==> src/rtl/rect_pkg.sv <==
// Shared types and constants for the radio event collision table.
`timescale 1ns / 1ps

package rect_pkg;

	// Request selector codes.
	typedef enum logic [1:0] {
		FUNC_ADD   = 2'd0,
		FUNC_QUERY = 2'd1,
		FUNC_CLEAR = 2'd2,
		FUNC_NOP   = 2'd3
	} func_t;

	// Configuration register indexes.
	localparam logic [1:0] CFG_HALF_BAND   = 2'd0;
	localparam logic [1:0] CFG_AGE_LIMIT   = 2'd1;
	localparam logic [1:0] CFG_PURGE_LEVEL = 2'd2;

	localparam logic [15:0] RST_HALF_BAND   = 16'd50;
	localparam logic [31:0] RST_AGE_LIMIT   = 32'd2000000;
	localparam logic [7:0]  RST_PURGE_LEVEL = 8'd100;

	typedef struct packed {
		func_t       func;
		logic [47:0] now;
		logic [31:0] duration;
		logic [31:0] frequency;
		logic [6:0]  slot;
	} req_t;

	typedef struct packed {
		logic [6:0] slot_out;
		logic       accepted;
		logic       destroyed;
	} res_t;

	typedef struct packed {
		logic [15:0] half_band;
		logic [31:0] age_limit;
		logic [7:0]  purge_level;
	} cfg_t;

	// Kind of pass walking the cell row; NONE marks an empty chain slot.
	typedef enum logic [2:0] {
		PASS_NONE  = 3'd0,
		PASS_ADD   = 3'd1,
		PASS_PURGE = 3'd2,
		PASS_FIND  = 3'd3,
		PASS_CMP   = 3'd4
	} pass_op_t;

	// Packet handed from cell to cell.
	// ADD:   t_start/t_stop/freq/t_len are the new entry, found = placed.
	// PURGE: t_start is the current time.
	// FIND/CMP: t_* describe the target entry once found.
	typedef struct packed {
		pass_op_t    op;
		logic [47:0] t_start;
		logic [47:0] t_stop;
		logic [31:0] freq;
		logic [6:0]  slot;
		logic        t_len;
		logic        found;
		logic        hit;
	} pkt_t;

	typedef enum logic [2:0] {
		ST_IDLE,
		ST_ADD,
		ST_PURGE,
		ST_FIND,
		ST_CMP
	} ctrl_state_t;

endpackage

==> src/rtl/rect_ctrl.sv <==
// Sequencer: launches passes into the cell row, tracks count, holds config.
`timescale 1ns / 1ps

module rect_ctrl #(
	parameter int DEPTH = 128
) (
	input  logic                         clk,
	input  logic                         arst_n,
	input  logic                         start,
	output logic                         busy,
	input  rect_pkg::req_t               req,
	output logic                         done,
	output rect_pkg::res_t               result,
	input  logic                         cfg_valid,
	output logic                         cfg_ready,
	input  logic [1:0]                   cfg_index,
	input  logic [31:0]                  cfg_data,
	output rect_pkg::cfg_t               cfg,
	output rect_pkg::pkt_t               launch,
	output logic                         clr,
	input  rect_pkg::pkt_t               tail,
	input  logic [$clog2(DEPTH)-1:0]     tail_idx,
	input  logic [$clog2(DEPTH+1)-1:0]   tail_cnt
);
	import rect_pkg::*;

	localparam int CNTW = $clog2(DEPTH+1);
	localparam int LW   = (CNTW > 8) ? CNTW : 8;

	ctrl_state_t     state_q, state_d;
	pkt_t            launch_q, launch_d;
	res_t            res_q, res_d;
	logic            done_q, done_d;
	logic            clr_q, clr_d;
	logic [CNTW-1:0] count_q, count_d;
	cfg_t            cfg_q;

	logic            tail_vld;
	logic            accept;
	logic [48:0]     stop_sum;
	logic [47:0]     stop_sat;
	logic [CNTW-1:0] cnt_inc;
	logic            add_purge;

	assign busy      = (state_q != ST_IDLE);
	assign accept    = start & ~busy;
	assign cfg_ready = ~busy;
	assign tail_vld  = (tail.op != PASS_NONE);
	assign stop_sum  = {1'b0, req.now} + {17'b0, req.duration};
	assign stop_sat  = stop_sum[48] ? {48{1'b1}} : stop_sum[47:0];
	assign cnt_inc   = count_q + CNTW'(1);
	assign add_purge = LW'(cnt_inc) > LW'(cfg_q.purge_level);

	always_comb begin
		state_d = state_q;
		case (state_q)
			ST_IDLE: begin
				if (accept) begin
					case (req.func)
						FUNC_ADD:   state_d = ST_ADD;
						FUNC_QUERY: state_d = ST_FIND;
						default:    state_d = ST_IDLE;
					endcase
				end
			end
			ST_ADD: begin
				if (tail_vld) begin
					state_d = (tail.found && add_purge) ? ST_PURGE : ST_IDLE;
				end
			end
			ST_PURGE: begin
				if (tail_vld) state_d = ST_IDLE;
			end
			ST_FIND: begin
				if (tail_vld) begin
					state_d = (tail.found && !tail.hit) ? ST_CMP : ST_IDLE;
				end
			end
			ST_CMP: begin
				if (tail_vld) state_d = ST_IDLE;
			end
			default: state_d = ST_IDLE;
		endcase
	end

	always_comb begin
		launch_d = '0;
		res_d    = res_q;
		done_d   = 1'b0;
		clr_d    = 1'b0;
		count_d  = count_q;
		case (state_q)
			ST_IDLE: begin
				if (accept) begin
					case (req.func)
						FUNC_ADD: begin
							launch_d.op      = PASS_ADD;
							launch_d.t_start = req.now;
							launch_d.t_stop  = stop_sat;
							launch_d.freq    = req.frequency;
							launch_d.t_len   = (stop_sat > req.now);
						end
						FUNC_QUERY: begin
							launch_d.op   = PASS_FIND;
							launch_d.slot = req.slot;
						end
						FUNC_CLEAR: begin
							clr_d   = 1'b1;
							count_d = '0;
							res_d   = '0;
							done_d  = 1'b1;
						end
						default: begin
							res_d  = '0;
							done_d = 1'b1;
						end
					endcase
				end
			end
			ST_ADD: begin
				if (tail_vld) begin
					res_d = '0;
					if (tail.found) begin
						count_d        = cnt_inc;
						res_d.slot_out = 7'(tail_idx);
						res_d.accepted = 1'b1;
						if (add_purge) begin
							launch_d.op      = PASS_PURGE;
							launch_d.t_start = tail.t_start;
						end else begin
							done_d = 1'b1;
						end
					end else begin
						done_d = 1'b1;
					end
				end
			end
			ST_PURGE: begin
				if (tail_vld) begin
					count_d = tail_cnt;
					done_d  = 1'b1;
				end
			end
			ST_FIND: begin
				if (tail_vld) begin
					res_d = '0;
					if (tail.found && !tail.hit) begin
						launch_d     = tail;
						launch_d.op  = PASS_CMP;
						launch_d.hit = 1'b0;
					end else begin
						res_d.destroyed = tail.hit;
						done_d          = 1'b1;
					end
				end
			end
			ST_CMP: begin
				if (tail_vld) begin
					res_d           = '0;
					res_d.destroyed = tail.hit;
					done_d          = 1'b1;
				end
			end
			default: ;
		endcase
	end

	always_ff @(posedge clk or negedge arst_n) begin
		if (!arst_n) begin
			state_q  <= ST_IDLE;
			launch_q <= '0;
			done_q   <= 1'b0;
			clr_q    <= 1'b0;
			count_q  <= '0;
			res_q    <= '0;
			cfg_q.half_band   <= RST_HALF_BAND;
			cfg_q.age_limit   <= RST_AGE_LIMIT;
			cfg_q.purge_level <= RST_PURGE_LEVEL;
		end else begin
			state_q  <= state_d;
			launch_q <= launch_d;
			done_q   <= done_d;
			clr_q    <= clr_d;
			count_q  <= count_d;
			res_q    <= res_d;
			if (cfg_valid && cfg_ready) begin
				case (cfg_index)
					CFG_HALF_BAND:   cfg_q.half_band   <= cfg_data[15:0];
					CFG_AGE_LIMIT:   cfg_q.age_limit   <= cfg_data;
					CFG_PURGE_LEVEL: cfg_q.purge_level <= cfg_data[7:0];
					default: ;
				endcase
			end
		end
	end

	assign launch = launch_q;
	assign clr    = clr_q;
	assign done   = done_q;
	assign result = res_q;
	assign cfg    = cfg_q;

endmodule

==> config.mk <==
export PLATFORM = sky130hd
export DESIGN_NAME = rect_ctrl
export DESIGN_NICKNAME = d
export VERILOG_FILES = /design/src/rtl/rect_pkg.sv /design/src/rtl/rect_ctrl.sv
export SDC_FILE = /design/constraint.sdc
export NUM_CORES = 1
export LEC_CHECK = 0
export ABC_AREA = 1
export BUFFER_PORTS_ARGS = -buffer_cell sky130_fd_sc_hd__buf_2
export CELL_PAD_IN_SITES_DETAIL_PLACEMENT = 0
export CELL_PAD_IN_SITES_GLOBAL_PLACEMENT = 1
export CORE_MARGIN = 10
export CORE_UTILIZATION = 35
export CTS_CLUSTER_DIAMETER = 200
export CTS_CLUSTER_SIZE = 24
export DETAILED_ROUTE_END_ITERATION = 12
export PLACE_DENSITY_LB_ADDON = 0.1
export SYNTH_ARGS = -nofsm -noshare
export SYNTH_HDL_FRONTEND = slang
export SYNTH_SLANG_ARGS = --single-unit
==> constraint.sdc <==
create_clock -name clk -period 3.27 [get_ports clk]
set_input_delay 0.8175 -clock clk [delete_from_list [all_inputs] [get_ports clk]]
set_output_delay 0.8175 -clock clk [all_outputs]
set_load 0.1 [all_outputs]
==> impl_metrics.env <==
export IMPL_clk_latency_ns=0.50
export IMPL_design_core_area_um2=36600
export IMPL_rows=70
export IMPL_slowest_delay_ns=0.42
export IMPL_clkPwrFrac_pct=12.1
export IMPL_antenna_found_initial=14
export IMPL_synth_avg_cell_area_um2=7.85
export IMPL_port_buffer_count=523
export IMPL_slew_limit_headroom_pct=44.9
export IMPL_initial_utilization_pct=35.5
export IMPL_fin_ws_ns=-0.378
export IMPL_pre_cts_ws_ns=-1.37
export IMPL_clk_pin_slew_ns=0.10
export IMPL_crit_path_start_kind="input port"
export IMPL_pwr_share_comb_pct=62.1
export IMPL_drc=0
export IMPL_required_ns=3.67
export IMPL_yosys_warnings=0
export IMPL_place_congestion=0.920
export IMPL_fin_nets=2837
export IMPL_cts_tree="built"
export IMPL_netlist_area_um2=13000
export IMPL_syn_num_nets=2048
export IMPL_min_period_over_period_pct=112
export IMPL_wl_um=57200
export IMPL_cts_max_path_buffers=3
export IMPL_p_leak_nw=11.0
export IMPL_ctsHoldBuffers=0
export IMPL_vias_per_cell=4.68
export IMPL_crit_path_top_delay_cell="fa_2"
export IMPL_grt_max_degree=84
export IMPL_p_per_area_nw_per_um2=729
export IMPL_fp_dieH_um=213
export IMPL_sequentialPowerShare_pct=25.8
export IMPL_io_pins=525
export IMPL_max_freq_mhz=274
export IMPL_drive_gt1_share_pct=44.2
export IMPL_p_sw_share_pct=56.9
export IMPL_syn_to_final_growth_pct=50.6
export IMPL_r2r_setup_slack_ns=0.32
export IMPL_postRouteAntennaNets=0
export IMPL_nFillCells=3674
export IMPL_ir_drop_mv=0.444
export IMPL_worst_slew_pin_slew_ns=0.826
export IMPL_drtIter0Drc=668
export IMPL_internal_power_mw=6.15
export IMPL_dp_final_hpwl_um=48200
export IMPL_routed_via_count=13695
export IMPL_multi_input_area_um2=7120
export IMPL_dr_pass1_iters=5
export IMPL_setup_violations=1
export IMPL_seq_area_frac_synth_pct=42.1
export IMPL_cts_root_buf="clkbuf_16"
export IMPL_avgRoutedWirePerCell_um=19.5
export IMPL_fin_setup_tns_ns=-0.378
export IMPL_layout_commonest_cell="buf_2"
export IMPL_register_area_um2=5470
export IMPL_drv_cap=0
export IMPL_ys_seq_elements=218
export IMPL_utilization_pct=53.5
export IMPL_outcome="complete, but fails checks"
export IMPL_critPathArrivalTime_ns=4.05
export IMPL_crit_fanout=4
export IMPL_fin_skew_ns=0.0266
export IMPL_period_needed_ns=3.65
export IMPL_power_switching_mw=8.12
export IMPL_layout_common_cells="522 x buf_2, 409 x nand2_1, 280 x buf_4"
export IMPL_grt_pass1_wl_um=83600
export IMPL_cts_buffers=13
export IMPL_die_area_um2=45200
export IMPL_hp_class="input port to async pin"
export IMPL_cts_htree_levels=1
export IMPL_maxSlewViolCount=0
export IMPL_path_common_cell="nand2_1"
export IMPL_synthDistinctLibCells=51
export IMPL_synthCells=1656
export IMPL_grt_ovfl_total=0
export IMPL_violations="negative setup slack"
export IMPL_crit_type="input port to register"
export IMPL_hold_viol_final=0
export IMPL_rsz0062_at_grt="true"
export IMPL_track_usage_pct=24.0
export IMPL_fp_dieW_um=213
export IMPL_grt_pass1_vias=14089
export IMPL_endpoint_kind="register"
export IMPL_cts_sinks=218
[power by group through the flow]
stage	combinational (mW)	sequential (mW)	clock (mW)
floorplan	1.96	8.16	0
global placement	8.57	3.70	0
detailed placement	8.60	3.74	0
CTS	8.75	3.69	1.79
global route	9.31	3.77	1.89
finish	8.86	3.69	1.72
[path summary, 6_finish.rpt]
kind                                 start     endpoint  cells after the start
max in group asynchronous           arst_n   launch[71]                      2
min in group clk                  req[119]          clr                      2
worst max register to register  count_q[0]  launch[110]                     18
worst max-delay path               req[71]    launch[2]                     26
worst min-delay path                arst_n   state_q[1]                      1
worst min register to register     cfg[43]      cfg[43]                      1
[sequential cells by signal, indices dropped and copies added, names as in the netlist]
| signal | flops |
|---|---|
| state_q | 3 |
| done | 1 |
| count_q | 8 |
| launch | 140 |
| cfg | 56 |
| clr | 1 |
| result | 9 |
[repair_timing]
action	4_1_cts	5_1_grt
buffers inserted	14	8
pin swaps	29	32
resized for setup	79	67
endpoints found under the setup margin	1	45
cloned	0	0
[cell type report]
type / count / share of cell area [%]
well taps: 468 / 2.99
multi-input cells: 1120 / 36.4
diodes: 11 / 0.141
repair buffers: 814 / 25.3
clock buffers: 18 / 1.76
inverters: 278 / 5.34
flip-flops and latches: 218 / 27.9
clock inverters: 2 / 0.198
[critical path, delay by kind of cell]
| kind | cells | cell delay, ns |
|---|---|---|
| xor gates and xnor gates | 1 | 0.08 |
| adders and majority gates | 3 | 0.85 |
| AOI/OAI and AO/OA | 3 | 0.55 |
| buffers and inverters | 5 | 0.51 |
| and+or+nand+nor | 14 | 1.23 |
[cells in the mapped netlist (all sizes together)]
library cell | number | area [um2]
nand3b | 2 | 15.0
a31oi | 8 | 50.1
or2 | 8 | 50.1
nor4 | 1 | 6.26
and3 | 2 | 12.5
conb | 1 | 3.75
o2111ai | 2 | 17.5
a21oi | 57 | 285
nor3b | 6 | 45.0
xor2 | 20 | 175
a22o | 42 | 368
o211ai | 3 | 22.5
xnor2 | 10 | 87.6
a32oi | 1 | 8.76
dfrtp | 205 | 5130
inv | 276 | 1040
a221oi | 1 | 8.76
a22oi | 3 | 22.5
fa | 1 | 20.0
clkbuf | 22 | 82.6
dfstp | 13 | 342
a2111oi | 1 | 8.76
o211a | 1 | 10.0
nand2 | 458 | 1780
ha | 76 | 951
a311oi | 1 | 8.76
o21bai | 3 | 22.5
clkinv | 2 | 7.51
buf | 18 | 108
nor2 | 142 | 598
o22ai | 9 | 56.3
a21boi | 1 | 7.51
mux2 | 49 | 552
nand4 | 9 | 56.3
nor3 | 16 | 101
o21ai | 125 | 626
nor4b | 1 | 8.76
o21a | 1 | 7.51
nand3 | 59 | 300
[through the flow]
step / hold slack [ns] / area, um2 / instances / total power [mW]
4_1_cts: 0.206 / 19100 / 2910 / 14.2
6_report: 0.211 / 19600 / 2929 / 14.3
5_1_grt: 0.216 / 19600 / 2925 / 15.0
3_5_place_dp: 0.490 / 18200 / 2876 / 12.3
3_3_place_gp: 0.485 / 18200 / 2876 / 12.3
2_1_floorplan: 0.497 / 13100 / 1656 / 10.1
[routing by layer]
metal	up-vias	share of wire (%)	global-route usage, %
li1	6854	-	-
met1	6416	41	28.3
met2	367	51	43.3
met3	54	6.4	5.54
met4	4	2.0	5.44
met5	-	0.037	0
[cell families after synthesis]
kind of cell,synth area share (%)
AOI/OAI and AO/OA,11.8
and+or+nand+nor,22.9
buffers and inverters,9.51
adders and majority gates,7.47
xor gates and xnor gates,2.02
other,0.0289
DFF,42.1
muxes,4.25
No activity file was read; power rests on OpenSTA's default activity.
