`config.mk`:
```
export PLATFORM = sky130hd
export DESIGN_NAME = rect_cell
export DESIGN_NICKNAME = d
export VERILOG_FILES = /design/src/rtl/rect_pkg.sv /design/src/rtl/rect_cell.sv
export SDC_FILE = /design/constraint.sdc
export NUM_CORES = 1
export LEC_CHECK = 0
export BUFFER_PORTS_ARGS = -buffer_cell sky130_fd_sc_hd__buf_4
export CAP_MARGIN = 20
export CORE_MARGIN = 5
export CORE_UTILIZATION = 61
export CTS_CLUSTER_DIAMETER = 200
export CTS_CLUSTER_SIZE = 40
export DETAILED_ROUTE_END_ITERATION = 16
export PLACE_DENSITY = 0.87
export SKIP_CTS_REPAIR_TIMING = 1
export SKIP_LAST_GASP = 1
export SLEW_MARGIN = 10
export SYNTH_ARGS = -nofsm -noshare
export SYNTH_HDL_FRONTEND = slang
export SYNTH_SLANG_ARGS = --single-unit
```
`constraint.sdc`:
```
create_clock -name clk -period 35.8 [get_ports clk]
set_clock_uncertainty 0.2 [all_clocks]
set_input_delay 7.16 -clock clk [delete_from_list [all_inputs] [get_ports clk]]
set_output_delay 7.16 -clock clk [all_outputs]
set_load 0.02 [all_outputs]
```
`src/rtl/rect_pkg.sv`:
```
// Shared types and constants for the radio event collision table.
`timescale 1ns / 1ps

package rect_pkg;

	// Request selector codes.
	typedef enum logic [1:0] {
		FUNC_ADD   = 2'd0,
		FUNC_QUERY = 2'd1,
		FUNC_CLEAR = 2'd2,
		FUNC_NOP   = 2'd3
	} func_t;

	// Configuration register indexes.
	localparam logic [1:0] CFG_HALF_BAND   = 2'd0;
	localparam logic [1:0] CFG_AGE_LIMIT   = 2'd1;
	localparam logic [1:0] CFG_PURGE_LEVEL = 2'd2;

	localparam logic [15:0] RST_HALF_BAND   = 16'd50;
	localparam logic [31:0] RST_AGE_LIMIT   = 32'd2000000;
	localparam logic [7:0]  RST_PURGE_LEVEL = 8'd100;

	typedef struct packed {
		func_t       func;
		logic [47:0] now;
		logic [31:0] duration;
		logic [31:0] frequency;
		logic [6:0]  slot;
	} req_t;

	typedef struct packed {
		logic [6:0] slot_out;
		logic       accepted;
		logic       destroyed;
	} res_t;

	typedef struct packed {
		logic [15:0] half_band;
		logic [31:0] age_limit;
		logic [7:0]  purge_level;
	} cfg_t;

	// Kind of pass walking the cell row; NONE marks an empty chain slot.
	typedef enum logic [2:0] {
		PASS_NONE  = 3'd0,
		PASS_ADD   = 3'd1,
		PASS_PURGE = 3'd2,
		PASS_FIND  = 3'd3,
		PASS_CMP   = 3'd4
	} pass_op_t;

	// Packet handed from cell to cell.
	// ADD:   t_start/t_stop/freq/t_len are the new entry, found = placed.
	// PURGE: t_start is the current time.
	// FIND/CMP: t_* describe the target entry once found.
	typedef struct packed {
		pass_op_t    op;
		logic [47:0] t_start;
		logic [47:0] t_stop;
		logic [31:0] freq;
		logic [6:0]  slot;
		logic        t_len;
		logic        found;
		logic        hit;
	} pkt_t;

	typedef enum logic [2:0] {
		ST_IDLE,
		ST_ADD,
		ST_PURGE,
		ST_FIND,
		ST_CMP
	} ctrl_state_t;

endpackage

```
`src/rtl/rect_cell.sv`:
```
// One table entry with its local add, purge and overlap logic.
`timescale 1ns / 1ps

module rect_cell #(
	parameter int DEPTH = 128,
	parameter int INDEX = 0
) (
	input  logic                         clk,
	input  logic                         arst_n,
	input  rect_pkg::cfg_t               cfg,
	input  logic                         clr,
	input  rect_pkg::pkt_t               pkt_in,
	input  logic [$clog2(DEPTH)-1:0]     idx_in,
	input  logic [$clog2(DEPTH+1)-1:0]   cnt_in,
	output rect_pkg::pkt_t               pkt_out,
	output logic [$clog2(DEPTH)-1:0]     idx_out,
	output logic [$clog2(DEPTH+1)-1:0]   cnt_out
);
	import rect_pkg::*;

	localparam int IW   = $clog2(DEPTH);
	localparam int CNTW = $clog2(DEPTH+1);
	localparam int CW   = (IW > 7) ? IW : 7;
	localparam logic [IW-1:0] MY_IDX  = IW'(INDEX);
	localparam logic [CW-1:0] MY_SLOT = CW'(INDEX);

	logic        valid_q;
	logic [47:0] start_q;
	logic [47:0] end_q;
	logic [31:0] freq_q;
	logic        len_q;

	pkt_t               pkt_d;
	logic [IW-1:0]      idx_d;
	logic [CNTW-1:0]    cnt_d;
	logic               wr;
	logic               erase;
	logic               match;
	logic               aged;
	logic               ovl;
	logic [16:0]        band2;

	assign band2 = {cfg.half_band, 1'b0};
	assign match = (MY_SLOT == CW'(pkt_in.slot));
	assign aged  = ({1'b0, end_q} + {17'b0, cfg.age_limit}) < {1'b0, pkt_in.t_start};

	// strict time overlap on both sides, frequency gap under twice the half band
	assign ovl = valid_q & len_q & pkt_in.t_len
		& (end_q > pkt_in.t_start) & (pkt_in.t_stop > start_q)
		& ({2'b0, freq_q} < ({2'b0, pkt_in.freq} + {17'b0, band2}))
		& ({2'b0, pkt_in.freq} < ({2'b0, freq_q} + {17'b0, band2}));

	always_comb begin
		pkt_d = pkt_in;
		idx_d = idx_in;
		cnt_d = cnt_in;
		wr    = 1'b0;
		erase = 1'b0;
		case (pkt_in.op)
			PASS_ADD: begin
				if (!pkt_in.found && !valid_q) begin
					wr          = 1'b1;
					pkt_d.found = 1'b1;
					idx_d       = MY_IDX;
				end
			end
			PASS_PURGE: begin
				erase = valid_q & aged;
				cnt_d = cnt_in + CNTW'(valid_q & ~aged);
			end
			PASS_FIND: begin
				if (!pkt_in.found) begin
					if (match && valid_q) begin
						pkt_d.t_start = start_q;
						pkt_d.t_stop  = end_q;
						pkt_d.freq    = freq_q;
						pkt_d.t_len   = len_q;
						pkt_d.found   = 1'b1;
					end
				end else if (ovl) begin
					pkt_d.hit = 1'b1;
				end
			end
			PASS_CMP: begin
				if (!match && ovl) begin
					pkt_d.hit = 1'b1;
				end
			end
			default: ;
		endcase
	end

	always_ff @(posedge clk or negedge arst_n) begin
		if (!arst_n) begin
			valid_q <= 1'b0;
			pkt_out <= '0;
		end else begin
			pkt_out <= pkt_d;
			if (clr || erase) begin
				valid_q <= 1'b0;
			end else if (wr) begin
				valid_q <= 1'b1;
			end
		end
	end

	always_ff @(posedge clk) begin
		idx_out <= idx_d;
		cnt_out <= cnt_d;
		if (wr) begin
			start_q <= pkt_in.t_start;
			end_q   <= pkt_in.t_stop;
			freq_q  <= pkt_in.freq;
			len_q   <= pkt_in.t_len;
		end
	end

endmodule

```
==> flow_summary.toml, run 1 <==
[drt]
wl_per_cell_microns = 19.8
drc = 0
viasPerCell = 5.89
dr.first_iter.drc_count = 1045
wl_microns = 49100
drtAntennaViolNets = 0
dr_total_vias = 14600
first_pass_iters = 6

[grt]
grt.total_usage = 0.286
gr-total-overflow = 0
antenna_found_initial = 9
grt_pass1_vias = 14900
grt_pass1_wl_microns = 77000
grt_max_degree = 87

[place]
hpwl_microns = 39600
port_buffers = 362
gp_congestion = 0.970
place_ws_ns = 22.80

[power]
power.share.clock = 0.232
p_int_uw = 491
power_switching_uw = 200
swShare = 0.290
p_leak_nw = 10.1
p_comb_frac = 0.246
p_per_area_nw_per_um2 = 31.9
ir_drop_mv = 0.0431
pwr-share-seq = 0.522

[critical_path]
reg2reg_depth = 22
cp-start-kind = "input port"
endpoint_kind = "flip-flop"
r2r_setup_slack_ns = 29.64
r2r-start = "end_q[0]"
crit_type = "input port to flip-flop"
reg2reg_to = "cnt_out[1]"
crit_fanout = 4
cp.required_ns = 36.01
cp.arrival_ns = 12.68

[synthesis]
synth_edf_count = 129
netlist_area_sq_um = 18200
ys.flop_type = "dfrtp_1"
yosysSeqAreaShare = 0.426
synth.area.top_cells = "edfxtp_1, dfrtp_1, ha_1, mux2_2, xnor2_1"
yosysTopAreaCellShare = 0.213
synth_fp_nets = 2208
yosysTopAreaCell = "edfxtp_1"
ys_types = 70
netlist_instances = 1719
synth_warnings = 0
async_flop_share = 0.497
ys_seq_elements = 286
avgSynthCellArea_sq_um = 10.6

[cts]
cts_max_level = 1
cts_inserted_buffers = 11
clock_latency_ns = 0.51
clock-sinks = 286
clk_path_buf_depth = 3
root_buffer = "clkbuf_16"
clkTransAtPathRegs_ns = 0.15
cts_tree = "built"

[run_status]
outcome = "complete, no violations"

[finish]
nets = 2561
area_delta_synth_final_pct = 19.3
final_cell_mix = "buf_4, ha_1, dfrtp_1"
final_common_cell = "buf_4"
fill_cells = 2130
drive_gt1_frac = 0.229

[sta]
post-route-min-period_ns = 12.47
tns_ns = 0
relSlewSlack = 0.397
period_share = 0.348
rsz0062_at_grt = "false"
setup_slack_ns = 23.33
max_freq_mhz = 80.2
finalHoldViolCount = 0
final_max_slew_viol_count = 0
setup_viol = 0
tightest_slew_ns = 0.904

[worst_hold_path]
worstHoldStart = "freq_q[0]"
whs_path_depth = 1
holdPathEnd = "pkt_out[10]"
hp-class = "flip-flop to flip-flop"

[floorplan]
ios = 371
die_w_microns = 183
die_y_microns = 183
start_util = 0.616
coreArea_sq_um = 29500
num_rows = 63
dieArea_sq_um = 33300

[job]
drv_cap = 0
[per-layer routing]
metal	share of wire	vias to the layer above	wire, microns	global-route usage
met4	0.037	2	1790	0.105
met2	0.47	546	23200	0.470
met5	0.00026	-	13	0
met3	0.082	117	4010	0.0604
li1	-	6991	-	-
met1	0.41	6930	20100	0.374
[Yosys cell counts (all sizes together), types with 10 or more instances]
cell	n
a2111oi	10
a211oi	16
a21o	42
a21oi	114
a31oi	10
and3	21
clkbuf	25
dfrtp	142
dfxtp	15
edfxtp	129
ha	271
inv	133
mux2	79
nand2	140
nand2b	13
nand3	36
nand4	54
nor2	79
nor2b	28
nor3	18
nor4	10
o211ai	10
o21a	18
o21ai	115
o21bai	11
o31ai	11
xnor2	72
xor2	31
[critical path, cell delays in order]
cell,delay [ns]
buf_4,0.11
ha_1,0.21
fa_1,0.41
a21oi_1,0.31
o211ai_1,0.20
nand2_1,0.13
a21boi_0,0.11
o21ai_0,0.18
nand2b_1,0.11
a41oi_1,0.32
xnor2_1,0.20
ha_1,0.29
and3_1,0.22
a221o_1,0.30
a31oi_1,0.13
o21ai_0,0.18
a2111oi_0,0.57
o31ai_1,0.18
a32oi_1,0.35
and2b_1,0.23
ha_1,0.22
ha_1,0.27
mux2_2,0.26
[stage by stage]
step	cells	utilization	power [mW]	area, sq um	hold WS [ns]
finish	2475	0.734	0.692	21700	0.292
global route	2474	0.734	0.726	21600	0.293
CTS	2466	0.734	0.695	21600	0.298
detailed placement	2449	0.723	0.536	21300	0.306
global placement	2449	0.723	0.530	21300	0.300
floorplan	1719	-	0.467	18200	0.260
[flip-flops by register name (all words and copies together), names as in the netlist]
name	flops
freq_q	32
idx_out	7
valid_q	1
pkt_out	141
end_q	48
start_q	48
cnt_out	8
len_q	1
[final cells by class]
class / instances / area (sq um) / area share
Multi-Input combinational cell: 1271 / 9820 / 0.453
Sequential cell: 286 / 7730 / 0.357
Timing Repair Buffer: 369 / 2770 / 0.128
Inverter: 133 / 499 / 0.0231
Tap cell: 390 / 488 / 0.0225
Clock buffer: 16 / 294 / 0.0136
Clock inverter: 1 / 30.0 / 0.00139
Antenna cell: 9 / 22.5 / 0.00104
[worst max-delay path by stage]
stage | start | to | slack (ns) | cells past startpoint
after global routing | cfg[8] | cnt_out[1] | 23.05 | 22
after CTS | cfg[8] | cnt_out[1] | 23.31 | 22
after global placement | cfg[8] | cnt_out[1] | 22.93 | 22
after floorplan | pkt_in[1] | end_q[0] | 14.40 | 1
final | cfg[8] | cnt_out[1] | 23.33 | 23
after detailed placement | cfg[8] | cnt_out[1] | 22.80 | 22
[power groups by stage]
stage / combinational [mW] / clock (mW) / sequential, mW
floorplan: 0.0877 / 0 / 0.380
global placement: 0.162 / 0 / 0.367
detailed placement: 0.168 / 0 / 0.368
CTS: 0.170 / 0.164 / 0.361
global route: 0.189 / 0.175 / 0.362
finish: 0.170 / 0.161 / 0.361
[cells by family after synthesis]
group                    Yosys count  share of synthesized area
buffers and inverters            162                     0.0338
AND/OR/NAND/NOR                  421                      0.112
XOR/XNOR                         103                     0.0497
multiplexers                      79                     0.0490
adder cells (fa/ha/maj)          274                      0.190
AO/OA/AOI/OAI                    394                      0.139
flip-flops                       286                      0.426
(Power assumes the default switching activity.)
==> inputs of run 2 (changes only) <==
--- a/config.mk
+++ b/config.mk
@@ -8,11 +8,11 @@
 export BUFFER_PORTS_ARGS = -buffer_cell sky130_fd_sc_hd__buf_4
 export CAP_MARGIN = 20
 export CORE_MARGIN = 5
-export CORE_UTILIZATION = 61
+export CORE_UTILIZATION = 56
 export CTS_CLUSTER_DIAMETER = 200
 export CTS_CLUSTER_SIZE = 40
 export DETAILED_ROUTE_END_ITERATION = 16
-export PLACE_DENSITY = 0.87
+export PLACE_DENSITY = 0.81
 export SKIP_CTS_REPAIR_TIMING = 1
 export SKIP_LAST_GASP = 1
 export SLEW_MARGIN = 10
==> constraint.sdc (replaced) <==
create_clock -name clk -period 11.9 [get_ports clk]
set_clock_uncertainty 0.2 [all_clocks]
set_input_delay 2.38 -clock clk [delete_from_list [all_inputs] [get_ports clk]]
set_output_delay 2.38 -clock clk [all_outputs]
set_load 0.02 [all_outputs]
==> flow_summary.toml, run 2 (same netlist as run 1, synthesis figures left out) <==
[run_status]
outcome = "complete, no violations"

[finish]
multi_input_area_sq_um = 9830
seq_area_sq_um = 7730
final_core_util = 0.672
final_common_cell = "buf_4"
fill_cells = 2492
area_delta_synth_final_pct = 19.6
largest_reg_flops = 141
final_cell_mix = "buf_4, ha_1, dfrtp_1"
regMostFlops = "pkt_out"
nets = 2560
drive_gt1_frac = 0.229
top_regs = "pkt_out x141, end_q x48, start_q x48"

[sta]
max_freq_mhz = 131
relSlewSlack = 0.356
tns_ns = 0
post-route-min-period_ns = 7.62
period_share = 0.641
finalHoldViolCount = 0
setup_viol = 0
final_max_slew_viol_count = 0
holdWs_ns = 0.324
rsz0062_at_grt = "false"
tightest_slew_ns = 0.966

[place]
gp_congestion = 0.916
hpwl_microns = 39300
port_buffers = 362

[floorplan]
coreArea_sq_um = 32300
ios = 371
start_util = 0.562
num_rows = 66
dieArea_sq_um = 36100
die_w_microns = 190
die_y_microns = 190

[grt]
antenna_found_initial = 8
grt_max_degree = 94
grt_pass1_wl_microns = 76500
grt_pass1_vias = 14800
grt.total_usage = 0.261
gr-total-overflow = 0

[critical_path]
r2r-start = "end_q[1]"
r2r_setup_slack_ns = 5.79
endpoint_kind = "flip-flop"
crit_fanout = 4
cp.required_ns = 12.12
cp-start-kind = "input port"
crit_start = "cfg[8]"
crit_type = "input port to flip-flop"
cp.arrival_ns = 7.84

[cts]
clock_latency_ns = 0.52
root_buffer = "clkbuf_16"
cts_max_level = 1
clock-sinks = 286
clkTransAtPathRegs_ns = 0.14
clk_path_buf_depth = 3
cts_tree = "built"
cts_inserted_buffers = 11

[drt]
wl_microns = 48700
dr_total_vias = 14400
dr.first_iter.drc_count = 1008
drc = 0
wl_per_cell_microns = 19.3
viasPerCell = 5.71
drtAntennaViolNets = 0
first_pass_iters = 5

[power]
p_leak_nw = 10.1
p_per_area_nw_per_um2 = 95.8
ir_drop_mv = 0.124

[worst_hold_path]
worstHoldStart = "len_q"
hp-class = "flip-flop to flip-flop"

[job]
drv_cap = 0
run 2: changes by cell type in the layout (fill, tap and decap cells not counted):
cell,change
buf_4,-1
diode_2,-3
nor4_2,-1
nor4_4,+1
run 2: final timing paths:
| kind | end | cells after the start |
|---|---|---|
| min reg2reg | pkt_out[2] | 1 |
| max | cnt_out[1] | 23 |
| min | pkt_out[2] | 1 |
| min in group asynchronous | pkt_out[138] | 1 |
| max reg2reg | cnt_out[1] | 21 |
| max in group asynchronous | pkt_out[105] | 2 |
run 2: power by group:
part	internal, mW	leakage, nW	switching, mW
Clock	0.181	0.153	0.304
Combinational	0.228	6.95	0.282
Sequential	1.07	2.95	0.0164
Total	1.48	10.1	0.603
run 2: cell type report:
type,instances,share of cell area
Sequential cell,286,0.356
Inverter,133,0.0230
Antenna cell,6,0.000692
Multi-Input combinational cell,1271,0.453
Timing Repair Buffer,368,0.127
Tap cell,442,0.0255
Clock buffer,16,0.0135
Clock inverter,1,0.00138
run 2: critical path, stage by stage:
cell	delay, ns
buf_4	0.11
ha_1	0.21
fa_1	0.40
a21oi_1	0.32
o211ai_1	0.21
nand2_1	0.14
a21boi_0	0.11
o21ai_0	0.16
nand2b_1	0.11
a41oi_1	0.28
xnor2_1	0.16
ha_1	0.26
and3_1	0.22
a221o_1	0.31
a31oi_1	0.18
o21ai_0	0.19
a2111oi_0	0.56
o31ai_1	0.19
a32oi_1	0.35
and2b_1	0.24
ha_1	0.22
ha_1	0.27
mux2_2	0.25
run 2: per-stage QoR:
stage / cell area [sq um] / power (mW) / std cells / setup slack [ns]
3_5_place_dp: 21400 / 1.61 / 2500 / 3.78
3_3_place_gp: 21400 / 1.59 / 2500 / 3.77
2_1_floorplan: 18200 / 1.40 / 1719 / 1.19
5_1_grt: 21700 / 2.19 / 2523 / 3.89
6_report: 21700 / 2.08 / 2523 / 4.28
4_1_cts: 21700 / 2.09 / 2517 / 4.30
run 2: metal layers:
layer	up-vias	track usage	wire length, microns
met2	462	0.426	22600
met5	-	0	23
met1	6861	0.350	20900
met4	4	0.0874	1760
met3	103	0.0545	3410
li1	6978	-	-
==> inputs of run 3 (changes only) <==
--- a/config.mk
+++ b/config.mk
@@ -8,11 +8,11 @@
 export BUFFER_PORTS_ARGS = -buffer_cell sky130_fd_sc_hd__buf_4
 export CAP_MARGIN = 20
 export CORE_MARGIN = 5
-export CORE_UTILIZATION = 56
+export CORE_UTILIZATION = 51
 export CTS_CLUSTER_DIAMETER = 200
 export CTS_CLUSTER_SIZE = 40
 export DETAILED_ROUTE_END_ITERATION = 16
-export PLACE_DENSITY = 0.81
+export PLACE_DENSITY = 0.78
 export SKIP_CTS_REPAIR_TIMING = 1
 export SKIP_LAST_GASP = 1
 export SLEW_MARGIN = 10
==> constraint.sdc (replaced) <==
create_clock -name clk -period 6.52 [get_ports clk]
set_clock_uncertainty 0.2 [all_clocks]
set_input_delay 1.304 -clock clk [delete_from_list [all_inputs] [get_ports clk]]
set_output_delay 1.304 -clock clk [all_outputs]
set_load 0.02 [all_outputs]
==> flow_summary.toml, run 3 (same netlist as run 1, synthesis figures left out) <==
[critical_path]
cp.required_ns = 6.73
r2r_setup_slack_ns = 0.83
cp-start-kind = "input port"
endpoint_kind = "flip-flop"
crit_fanout = 3
reg2reg_to = "cnt_out[7]"
r2r-start = "end_q[1]"
slowest_stage = "o31a_1"
slowest_delay_ns = 0.35
crit_top_cell = "buf_4"
crit_start = "cfg[8]"
reg2reg_depth = 25
crit_type = "input port to flip-flop"
cp.arrival_ns = 6.36

[finish]
final_core_util = 0.621
regMostFlops = "pkt_out"
final_cell_mix = "buf_4, ha_1, dfrtp_1"
largest_reg_flops = 141
final_common_cell = "buf_4"
instances_no_fill = 2573
seq_area_sq_um = 7730
nets = 2590
top_regs = "pkt_out x141, end_q x48, start_q x48"
drive_gt1_frac = 0.241
fin_area_sq_um = 22000
area_delta_synth_final_pct = 21.1
multi_input_area_sq_um = 9840
fill_cells = 2903

[drt]
wl_per_cell_microns = 19.4
drc = 0
dr_total_vias = 14500
drtAntennaViolNets = 0
viasPerCell = 5.65
first_pass_iters = 5
dr.first_iter.drc_count = 963
wl_microns = 49900

[place]
place_ws_ns = -0.319
hpwl_microns = 40600
placed_area_sq_um = 21600
place_inst = 2549
port_buffers = 362
gp_congestion = 0.970

[sta]
tns_ns = 0
period_share = 0.943
setup_viol = 0
tightest_slew_ns = 1.07
rsz0062_at_grt = "false"
final_max_slew_viol_count = 0
max_freq_mhz = 163
post-route-min-period_ns = 6.15
finalHoldViolCount = 0
relSlewSlack = 0.284
setup_slack_ns = 0.369

[worst_hold_path]
holdPathEnd = "pkt_out[10]"
worstHoldStart = "freq_q[0]"
hp-class = "flip-flop to flip-flop"
whs_path_depth = 1

[cts]
cts_inserted_buffers = 11
root_buffer = "clkbuf_16"
clk_path_buf_depth = 3
cts_max_level = 1
clkTransAtPathRegs_ns = 0.15
cts_tree = "built"
clock_latency_ns = 0.52
clock-sinks = 286

[power]
ir_drop_mv = 0.244
p_leak_nw = 10.2
p_per_area_nw_per_um2 = 174

[floorplan]
num_rows = 69
dieArea_sq_um = 39500
die_y_microns = 199
ios = 371
start_util = 0.513
coreArea_sq_um = 35400
die_w_microns = 199

[grt]
grt_max_degree = 91
grt.total_usage = 0.244
gr-total-overflow = 0
grt_pass1_wl_microns = 77900
antenna_found_initial = 8
grt_pass1_vias = 14700

[job]
drv_cap = 0

[run_status]
outcome = "complete, no violations"
[run 3: cell types whose count changed in the layout (fill, tap and decap cells not counted), sizes merged]
cell    previous run  this run
buf              368       398
clkbuf            16        15
diode              6         8
[run 3: worst max-delay path by stage]
| stage | endpoint | slack (ns) | cells after the start |
|---|---|---|---|
| floorplan | end_q[0] | 0.12 | 2 |
| global placement | cnt_out[1] | -0.23 | 25 |
| detailed placement | cnt_out[1] | -0.32 | 25 |
| CTS | cnt_out[1] | 0.21 | 25 |
| global route | cnt_out[1] | 0.006 | 25 |
| finish | cnt_out[7] | 0.37 | 27 |
[run 3: through the flow]
stage	hold slack [ns]	power (mW)
after floorplan	0.260	2.56
after global placement	0.277	2.94
after detailed placement	0.279	2.97
final	0.286	3.82
after global routing	0.298	4.01
after CTS	0.298	3.85
[run 3: routing by layer]
metal	vias up	part of all wire	track usage	routed length (microns)
met1	6959	0.43	0.329	21400
met4	2	0.030	0.0808	1500
met2	456	0.48	0.404	23800
met5	-	0.00040	0	20
li1	7041	-	-	-
met3	71	0.064	0.0407	3180
[run 3: worst max-delay path, delay by kind of cell]
| kind | cells | cell delay, ns |
|---|---|---|
| adders and majority gates | 3 | 0.69 |
| xor gates and xnor gates | 2 | 0.29 |
| AOI/OAI and AO/OA | 11 | 2.40 |
| buffers and inverters | 5 | 0.69 |
| and+or+nand+nor | 6 | 0.99 |
[run 3: area by class of cell]
type                       instances  area share
inverter                         133      0.0227
timing repair buffer             398       0.136
clock buffer                      15      0.0132
antenna                            8    0.000911
multi-input combinational       1271       0.448
tap                              461      0.0262
sequential                       286       0.352
clock inverter                     1     0.00137
[run 3: power by group]
part	switching (mW)	leakage, nW	internal [mW]
Clock	0.559	0.152	0.327
Combinational	0.519	7.10	0.434
Sequential	0.0317	2.95	1.95
Total	1.11	10.2	2.71
